### config.mk
export PLATFORM = sky130hd
export DESIGN_NAME = sparse_rle_memory_image_decoder_unit_flat
export DESIGN_NICKNAME = d
export VERILOG_FILES = /design/src/sv/srle_pkg.sv /design/src/sv/srle_if.sv /design/src/sv/srle_parse.sv /design/src/sv/srle_out_reg.sv /design/src/sv/sparse_rle_memory_image_decoder_unit.sv /design/src/flat_wrapper.sv
export VERILOG_INCLUDE_DIRS = /design/src /design/src/sv
export SDC_FILE = /design/constraint.sdc
export NUM_CORES = 1
export LEC_CHECK = 0
export ABC_AREA = 1
export BUFFER_PORTS_ARGS = -buffer_cell sky130_fd_sc_hd__buf_2
export CORE_MARGIN = 1
export CORE_UTILIZATION = 40
export DETAILED_ROUTE_END_ITERATION = 12
export PLACE_DENSITY = 0.67
export SLEW_MARGIN = 15
export SYNTH_ARGS = -nofsm -noshare
export SYNTH_HDL_FRONTEND = slang
export SYNTH_HIERARCHICAL = 1
export SYNTH_SLANG_ARGS = --single-unit
### constraint.sdc
create_clock -name clk -period 3.8 [get_ports clk]
set_input_delay 0.76 -clock clk [delete_from_list [all_inputs] [get_ports clk]]
set_output_delay 0.76 -clock clk [all_outputs]
set_load 0.02 [all_outputs]
### src/sv/sparse_rle_memory_image_decoder_unit_defines.svh
// Assertion macros for the decoder RTL, used by srle_parse.
// Both expect clk and arst_n to be visible where they are used.
`ifndef SPARSE_RLE_MEMORY_IMAGE_DECODER_UNIT_DEFINES_SVH
`define SPARSE_RLE_MEMORY_IMAGE_DECODER_UNIT_DEFINES_SVH

`ifndef SYNTHESIS
`define SRLE_ASSERT_SAME(lbl, ante, cons) \
	lbl: assert property (@(posedge clk) disable iff (!arst_n) (ante) |-> (cons)) \
		else $error("srle assertion failed");
`define SRLE_ASSERT_NEXT(lbl, ante, cons) \
	lbl: assert property (@(posedge clk) disable iff (!arst_n) (ante) |=> (cons)) \
		else $error("srle assertion failed");
`else
`define SRLE_ASSERT_SAME(lbl, ante, cons)
`define SRLE_ASSERT_NEXT(lbl, ante, cons)
`endif

`endif

### src/sv/srle_pkg.sv
package srle_pkg;

	localparam int ADDR_W  = 16;
	localparam int WORD_W  = 16;
	localparam int BYTE_W  = 8;
	localparam int LEN_W   = 8;

	localparam logic [BYTE_W-1:0] FLAG_BIT  = 8'h80;
	localparam logic [BYTE_W-1:0] LOW7_MASK = 8'h7f;

	typedef struct packed {
		logic [WORD_W-1:0] write_address;
		logic [BYTE_W-1:0] write_value;
		logic [LEN_W-1:0]  run_length;
	} wr_cmd_t;

	typedef struct packed {
		logic    gen;
		wr_cmd_t cmd;
	} parse_out_t;

endpackage

### src/sv/srle_if.sv
interface srle_in_if;
	logic                          valid;
	logic                          ready;
	logic [srle_pkg::BYTE_W-1:0]   stream_byte;
	logic                          image_start;

	modport source (output valid, stream_byte, image_start, input ready);
	modport sink (input valid, stream_byte, image_start, output ready);
endinterface

interface srle_out_if;
	logic                          valid;
	logic                          ready;
	logic [srle_pkg::WORD_W-1:0]   write_address;
	logic [srle_pkg::BYTE_W-1:0]   write_value;
	logic [srle_pkg::LEN_W-1:0]    run_length;

	modport source (output valid, write_address, write_value, run_length, input ready);
	modport sink (input valid, write_address, write_value, run_length, output ready);
endinterface

### src/sv/srle_parse.sv
`include "sparse_rle_memory_image_decoder_unit_defines.svh"

module srle_parse (
	input  logic                        clk,
	input  logic                        arst_n,
	input  logic                        take,
	input  logic [srle_pkg::BYTE_W-1:0] data_b,
	input  logic                        start,
	output srle_pkg::parse_out_t        po
);

	typedef enum logic [1:0] {
		PH_OFFSET = 2'd0,
		PH_COUNT  = 2'd1,
		PH_DATA   = 2'd2
	} phase_t;

	phase_t                        phase_q, ph, ph_n;
	logic [srle_pkg::ADDR_W-1:0]   addr_q, a, a_n;
	logic [srle_pkg::LEN_W-1:0]    rem_q, r, r_n, len;
	logic                          fill_q, f, f_n;

	always_comb begin
		// start flag: parse this byte from the reset state
		ph = start ? PH_OFFSET : phase_q;
		a  = start ? '0 : addr_q;
		r  = start ? '0 : rem_q;
		f  = start ? 1'b0 : fill_q;

		len = f ? r : srle_pkg::LEN_W'(1);
		if (len == '0) begin
			len = srle_pkg::LEN_W'(1);
		end

		ph_n = ph;
		a_n  = a;
		r_n  = r;
		f_n  = f;
		po.gen = 1'b0;
		po.cmd.write_address = srle_pkg::WORD_W'(a);
		po.cmd.write_value   = data_b;
		po.cmd.run_length    = len;

		unique case (ph)
			PH_COUNT: begin
				r_n  = (data_b & srle_pkg::LOW7_MASK) + srle_pkg::LEN_W'(1);
				f_n  = (data_b & srle_pkg::FLAG_BIT) != '0;
				ph_n = PH_DATA;
			end
			PH_DATA: begin
				po.gen = 1'b1;
				a_n = a + srle_pkg::ADDR_W'(len);
				if (f || r <= srle_pkg::LEN_W'(1)) begin
					r_n  = '0;
					f_n  = 1'b0;
					ph_n = PH_OFFSET;
				end else begin
					r_n = r - srle_pkg::LEN_W'(1);
				end
			end
			default: begin
				// offset byte; also recovers from the unused phase code
				a_n = a + srle_pkg::ADDR_W'(data_b & srle_pkg::LOW7_MASK);
				f_n = 1'b0;
				if ((data_b & srle_pkg::FLAG_BIT) != '0) begin
					r_n  = '0;
					ph_n = PH_COUNT;
				end else begin
					r_n  = srle_pkg::LEN_W'(1);
					ph_n = PH_DATA;
				end
			end
		endcase
	end

	always_ff @(posedge clk or negedge arst_n) begin
		if (!arst_n) begin
			phase_q <= PH_OFFSET;
			addr_q  <= '0;
			rem_q   <= '0;
			fill_q  <= 1'b0;
		end else if (take) begin
			phase_q <= ph_n;
			addr_q  <= a_n;
			rem_q   <= r_n;
			fill_q  <= f_n;
		end
	end

	`SRLE_ASSERT_SAME(a_data_has_rem, phase_q == PH_DATA, rem_q != '0)
	`SRLE_ASSERT_SAME(a_fill_only_data, fill_q, phase_q == PH_DATA)
	`SRLE_ASSERT_NEXT(a_fill_ends_record,
		take && !start && phase_q == PH_DATA && fill_q, phase_q == PH_OFFSET)
	`SRLE_ASSERT_SAME(a_len_range, po.gen,
		po.cmd.run_length != '0 && po.cmd.run_length <= srle_pkg::LEN_W'(128))

endmodule

### src/sv/srle_out_reg.sv
module srle_out_reg (
	input  logic                 clk,
	input  logic                 arst_n,
	input  logic                 load,
	input  srle_pkg::wr_cmd_t    cmd_in,
	output logic                 free,
	srle_out_if.source           cmd
);

	logic              valid_q;
	srle_pkg::wr_cmd_t cmd_q;

	assign free = !valid_q || cmd.ready;

	always_ff @(posedge clk or negedge arst_n) begin
		if (!arst_n) begin
			valid_q <= 1'b0;
		end else if (load) begin
			valid_q <= 1'b1;
		end else if (cmd.ready) begin
			valid_q <= 1'b0;
		end
	end

	always_ff @(posedge clk) begin
		if (load) begin
			cmd_q <= cmd_in;
		end
	end

	assign cmd.valid         = valid_q;
	assign cmd.write_address = cmd_q.write_address;
	assign cmd.write_value   = cmd_q.write_value;
	assign cmd.run_length    = cmd_q.run_length;

endmodule

### src/sv/sparse_rle_memory_image_decoder_unit.sv
// channel  dir  payload                                     handshake
// stream   in   stream_byte[7:0], image_start               valid/ready
// cmd      out  write_address[15:0], write_value[7:0],      valid/ready
//               run_length[7:0]
//
// One byte per cycle unless a cmd stall holds one; cmd valid is driven by the command register.
// Path: input register, parser state update, command register.
// Reset clears parser state and address; no clearing pass.
// A cmd stall holds the command register; bytes that make no command keep flowing,
// and a byte that makes one waits in the input register until the slot frees.
module sparse_rle_memory_image_decoder_unit (
	input  logic        clk,
	input  logic        arst_n,
	srle_in_if.sink     stream,
	srle_out_if.source  cmd
);

	logic                        valid_s1;
	logic [srle_pkg::BYTE_W-1:0] byte_s1;
	logic                        start_s1;
	logic                        adv;
	logic                        out_free;
	srle_pkg::parse_out_t        po;

	assign adv          = valid_s1 && (!po.gen || out_free);
	assign stream.ready = !valid_s1 || adv;

	always_ff @(posedge clk or negedge arst_n) begin
		if (!arst_n) begin
			valid_s1 <= 1'b0;
		end else if (stream.ready) begin
			valid_s1 <= stream.valid;
		end
	end

	always_ff @(posedge clk) begin
		if (stream.ready && stream.valid) begin
			byte_s1  <= stream.stream_byte;
			start_s1 <= stream.image_start;
		end
	end

	srle_parse u_parse (
		.clk    (clk),
		.arst_n (arst_n),
		.take   (adv),
		.data_b (byte_s1),
		.start  (start_s1),
		.po     (po)
	);

	srle_out_reg u_out (
		.clk    (clk),
		.arst_n (arst_n),
		.load   (adv && po.gen),
		.cmd_in (po.cmd),
		.free   (out_free),
		.cmd    (cmd)
	);

endmodule
### src/flat_wrapper.sv
// flat-port wrapper written by rule: the top's interface ports become plain ports
module sparse_rle_memory_image_decoder_unit_flat 
  (clk, arst_n, stream_valid, stream_stream_byte, stream_image_start, stream_ready, cmd_valid, cmd_write_address, cmd_write_value, cmd_run_length, cmd_ready);
  srle_in_if stream_i ();
  srle_out_if cmd_i ();
  input  logic clk;
  input  logic arst_n;
  input wire logic [$bits(stream_i.valid)-1:0] stream_valid;
  input wire logic [$bits(stream_i.stream_byte)-1:0] stream_stream_byte;
  input wire logic [$bits(stream_i.image_start)-1:0] stream_image_start;
  output wire logic [$bits(stream_i.ready)-1:0] stream_ready;
  output wire logic [$bits(cmd_i.valid)-1:0] cmd_valid;
  output wire logic [$bits(cmd_i.write_address)-1:0] cmd_write_address;
  output wire logic [$bits(cmd_i.write_value)-1:0] cmd_write_value;
  output wire logic [$bits(cmd_i.run_length)-1:0] cmd_run_length;
  input wire logic [$bits(cmd_i.ready)-1:0] cmd_ready;
  assign stream_i.valid = stream_valid;
  assign stream_i.stream_byte = stream_stream_byte;
  assign stream_i.image_start = stream_image_start;
  assign stream_ready = stream_i.ready;
  assign cmd_valid = cmd_i.valid;
  assign cmd_write_address = cmd_i.write_address;
  assign cmd_write_value = cmd_i.write_value;
  assign cmd_run_length = cmd_i.run_length;
  assign cmd_i.ready = cmd_ready;
  sparse_rle_memory_image_decoder_unit u_core (.clk(clk), .arst_n(arst_n), .stream(stream_i), .cmd(cmd_i));
endmodule
==> results.toml <==
[place]
dp_hpwl_um = 6460
dp_cells = 623
gp_congestion = 0.927
port-buffer-count = 46

[global_route]
antenna_found_initial = 0
grt_pass1_vias = 3088
grt_max_degree = 30
grt_use_total = 0.196
grt_remaining_overflow = 0
grt_pass1_wl_um = 14900

[clocking]
cts_tree = "yes"
cts_buffers = 9
clk_pin_slew_worst_paths_ps = 80
cts_sinks = 70
cts_root_buf = "clkbuf_8"
ctsHoldBuffers = 0
cts_setup_buffers = 0
cts_resized = 0
clkLatencyLatePin_ps = 350
cts-htree-levels = 3
clk_path_buf_depth = 2

[routing]
drtPass1Iterations = 5
drtIter0Drc = 182
vias = 3137
wl_per_cell_um = 13.8
drc_errors = 0
vias_per_cell = 4.91
ant_nets = 0
routed_wl_um = 8810

[critical_path]
critPathBufInv = 3
cp.required_ps = 4030
crit_cells = 15
slowest_stage = "edfxtp_1"
crit_end = "u_core/u_parse/addr_q[12]"
reg2reg_slack_ps = 460
reg2reg_depth = 15
crit_arrival_ps = 3570
worstSetupPathType = "reg2reg"
cp_top_family = "adder cells"
slowest_delay_ps = 640
path_cells = "inv_2 -> nand2_1 -> inv_1 -> ha_1 -> inv_1 -> o21ai_1 -> ha_1 -> fa_1 -> nand3_1 -> nand2_1 -> nand2_1 -> nand2_1 -> nand2_1 -> o21ai_0 -> nand2_1"
cp_max_fo = 14
startpoint = "u_core/start_s1"
critPathCaptureType = "flip-flop"
reg2reg_from = "u_core/start_s1"
start_kind = "flip-flop"
rr_endpoint = "u_core/u_parse/addr_q[12]"
cp_common_cell = "nand2_1"

[finish]
n_antenna_cell = 0
final_core_util = 0.473
drive_gt1_frac = 0.167
fin_cells = 639
fin_nets = 532
syn2layout_area_growth_pct = 14.2

[pwr]
leakagePower_nw = 2.16
peakVddDrop_uv = 221
finalPower_w = 0.00213
p_per_area_nw_per_um2 = 488

[synth]
synth_area_leaders = "edfxtp_1 (32%), dfrtp_1 (19%), nand2_1 (14%)"
synth_area_sq_um = 3830
synth_flop_cell = "edfxtp_1"
yosys.area.top_type = "edfxtp_1"
ys_warn_count = 6
synth_top_area_frac = 0.322
synthTopCellsByCount = "nand2_1 (147), inv_1 (58), nor2_1 (43), edfxtp_1 (41), nand3_1 (34)"
synth_area_per_cell_sq_um = 8.32
synth_seq_area_share = 0.511
synth_nets = 487
synthArstFlopShare = 0.414
syn_inst = 460
ys_types = 36
synth_edf_count = 41
yosysMostFrequentCell = "nand2_1"
ys_seq_elements = 70

[floorplan]
core_area_sq_um = 9240
die-height_um = 99.8
io_pins = 47
start_util = 0.414
die_x_um = 99.8
die_area_sq_um = 9960
std_cell_rows = 35

[timing]
drv_slew = 0
slew-limit-headroom = 0.525
hold_viol = 0
tns_ps = 0
worst_pin_slew_ps = 713
clock.fmax_ghz = 0.299
period_minus_slack_ps = 3340
rsz0062_at_grt = "false"
fin_crit_sh = 0.880
finClkSkew_ps = 9.94
finalSetupViolCount = 0

[flow_run]
drv_cap = 0

[run_status]
status = "finished, final reports clean"

[min_path]
hp-class = "in2async"
-- area by class of cell --
class,count,area (sq um)
fillers,902,4870
multi-input cells,311,1530
clock inverters,7,97.6
repair buffers,52,275
clock buffers,9,124
well taps,129,161
flip-flops and latches,70,1960
inverters,61,229
-- per-stage QoR --
stage | instance area, sq um | setup WS [ps] | hold WS [ps]
floorplan | 3830 | 941 | 449
global placement | 4150 | 687 | 464
detailed placement | 4150 | 517 | 471
CTS | 4370 | 461 | 464
global route | 4370 | 134 | 495
finish | 4370 | 455 | 456
-- per-layer routing --
layer  vias up  routed length (um)  GRT usage
met5         -                   0          0
met4         0                 252     0.0882
met3        20                 419     0.0487
met2        84                4210      0.320
met1      1475                3930      0.247
li1       1558                   -          -
-- layout by cell type (no fill, tap or decap), types with 2 or more instances in the layout --
master,count
nand3_1,34
nand2_2,7
inv_2,3
o21bai_1,3
buf_2,46
o211ai_1,2
clkinv_4,2
nand3_2,2
edfxtp_1,41
clkbuf_8,9
nor2_2,3
o21ai_0,20
nor3_1,4
inv_1,58
nand4_1,2
bufinv_16,2
xnor2_1,2
nand2_1,147
nand3b_1,3
xor2_1,4
nor2_1,43
dfrtp_1,29
a21oi_1,10
ha_1,13
buf_4,6
-- worst reg2reg max path, stage by stage (launching register included) --
cell      delay, ps
edfxtp_1        640
inv_2           320
nand2_1         140
inv_1            80
ha_1            360
inv_1           190
o21ai_1         190
ha_1            260
fa_1            240
nand3_1          70
nand2_1         130
nand2_1          70
nand2_1         120
nand2_1         110
o21ai_0         220
nand2_1          70
-- cells by family (layout without fill, tap and decap cells) --
logic type | Yosys count | count (layout) | share of synthesized area
xor gates and xnor gates | 6 | 6 | 0.0137
AOI/OAI and AO/OA | 41 | 41 | 0.0595
adders and majority gates | 14 | 14 | 0.0477
DFF | 70 | 70 | 0.511
and+or+nand+nor | 250 | 250 | 0.278
buffers and inverters | 79 | 129 | 0.0899
-- worst min-delay path by stage --
stage	startpoint	endpoint	slack, ps
CTS	arst_n	u_core/u_parse/rem_q[2]	460
detailed placement	u_core/u_parse/addr_q[5]	u_core/u_parse/addr_q[5]	470
global route	arst_n	u_core/u_parse/rem_q[0]	500
finish	arst_n	u_core/u_parse/addr_q[10]	460
floorplan	u_core/u_parse/rem_q[6]	u_core/u_parse/rem_q[6]	450
global placement	u_core/u_parse/addr_q[5]	u_core/u_parse/addr_q[5]	460
-- flip-flops by register name (all words and copies together) (netlist names) --
name,flops
u_core/byte_s1,8
u_core/start_s1,1
u_core/u_out/cmd.run_length,8
u_core/u_out/cmd.valid,1
u_core/u_out/cmd.write_address,16
u_core/u_out/cmd.write_value,8
u_core/u_parse/addr_q,16
u_core/u_parse/fill_q,1
u_core/u_parse/phase_q,2
u_core/u_parse/rem_q,8
u_core/valid_s1,1
-- report_power, final --
| group | switching [W] | leakage, nW | total [W] | internal, W |
|---|---|---|---|---|
| clock | 0.000298 | 0.107 | 0.000669 | 0.000372 |
| sequential | 0.0000480 | 0.763 | 0.000946 | 0.000898 |
| combinational | 0.000345 | 1.29 | 0.000517 | 0.000172 |
| total | 0.000691 | 2.16 | 0.00213 | 0.00144 |
No activity file was read; power rests on OpenSTA's default activity.
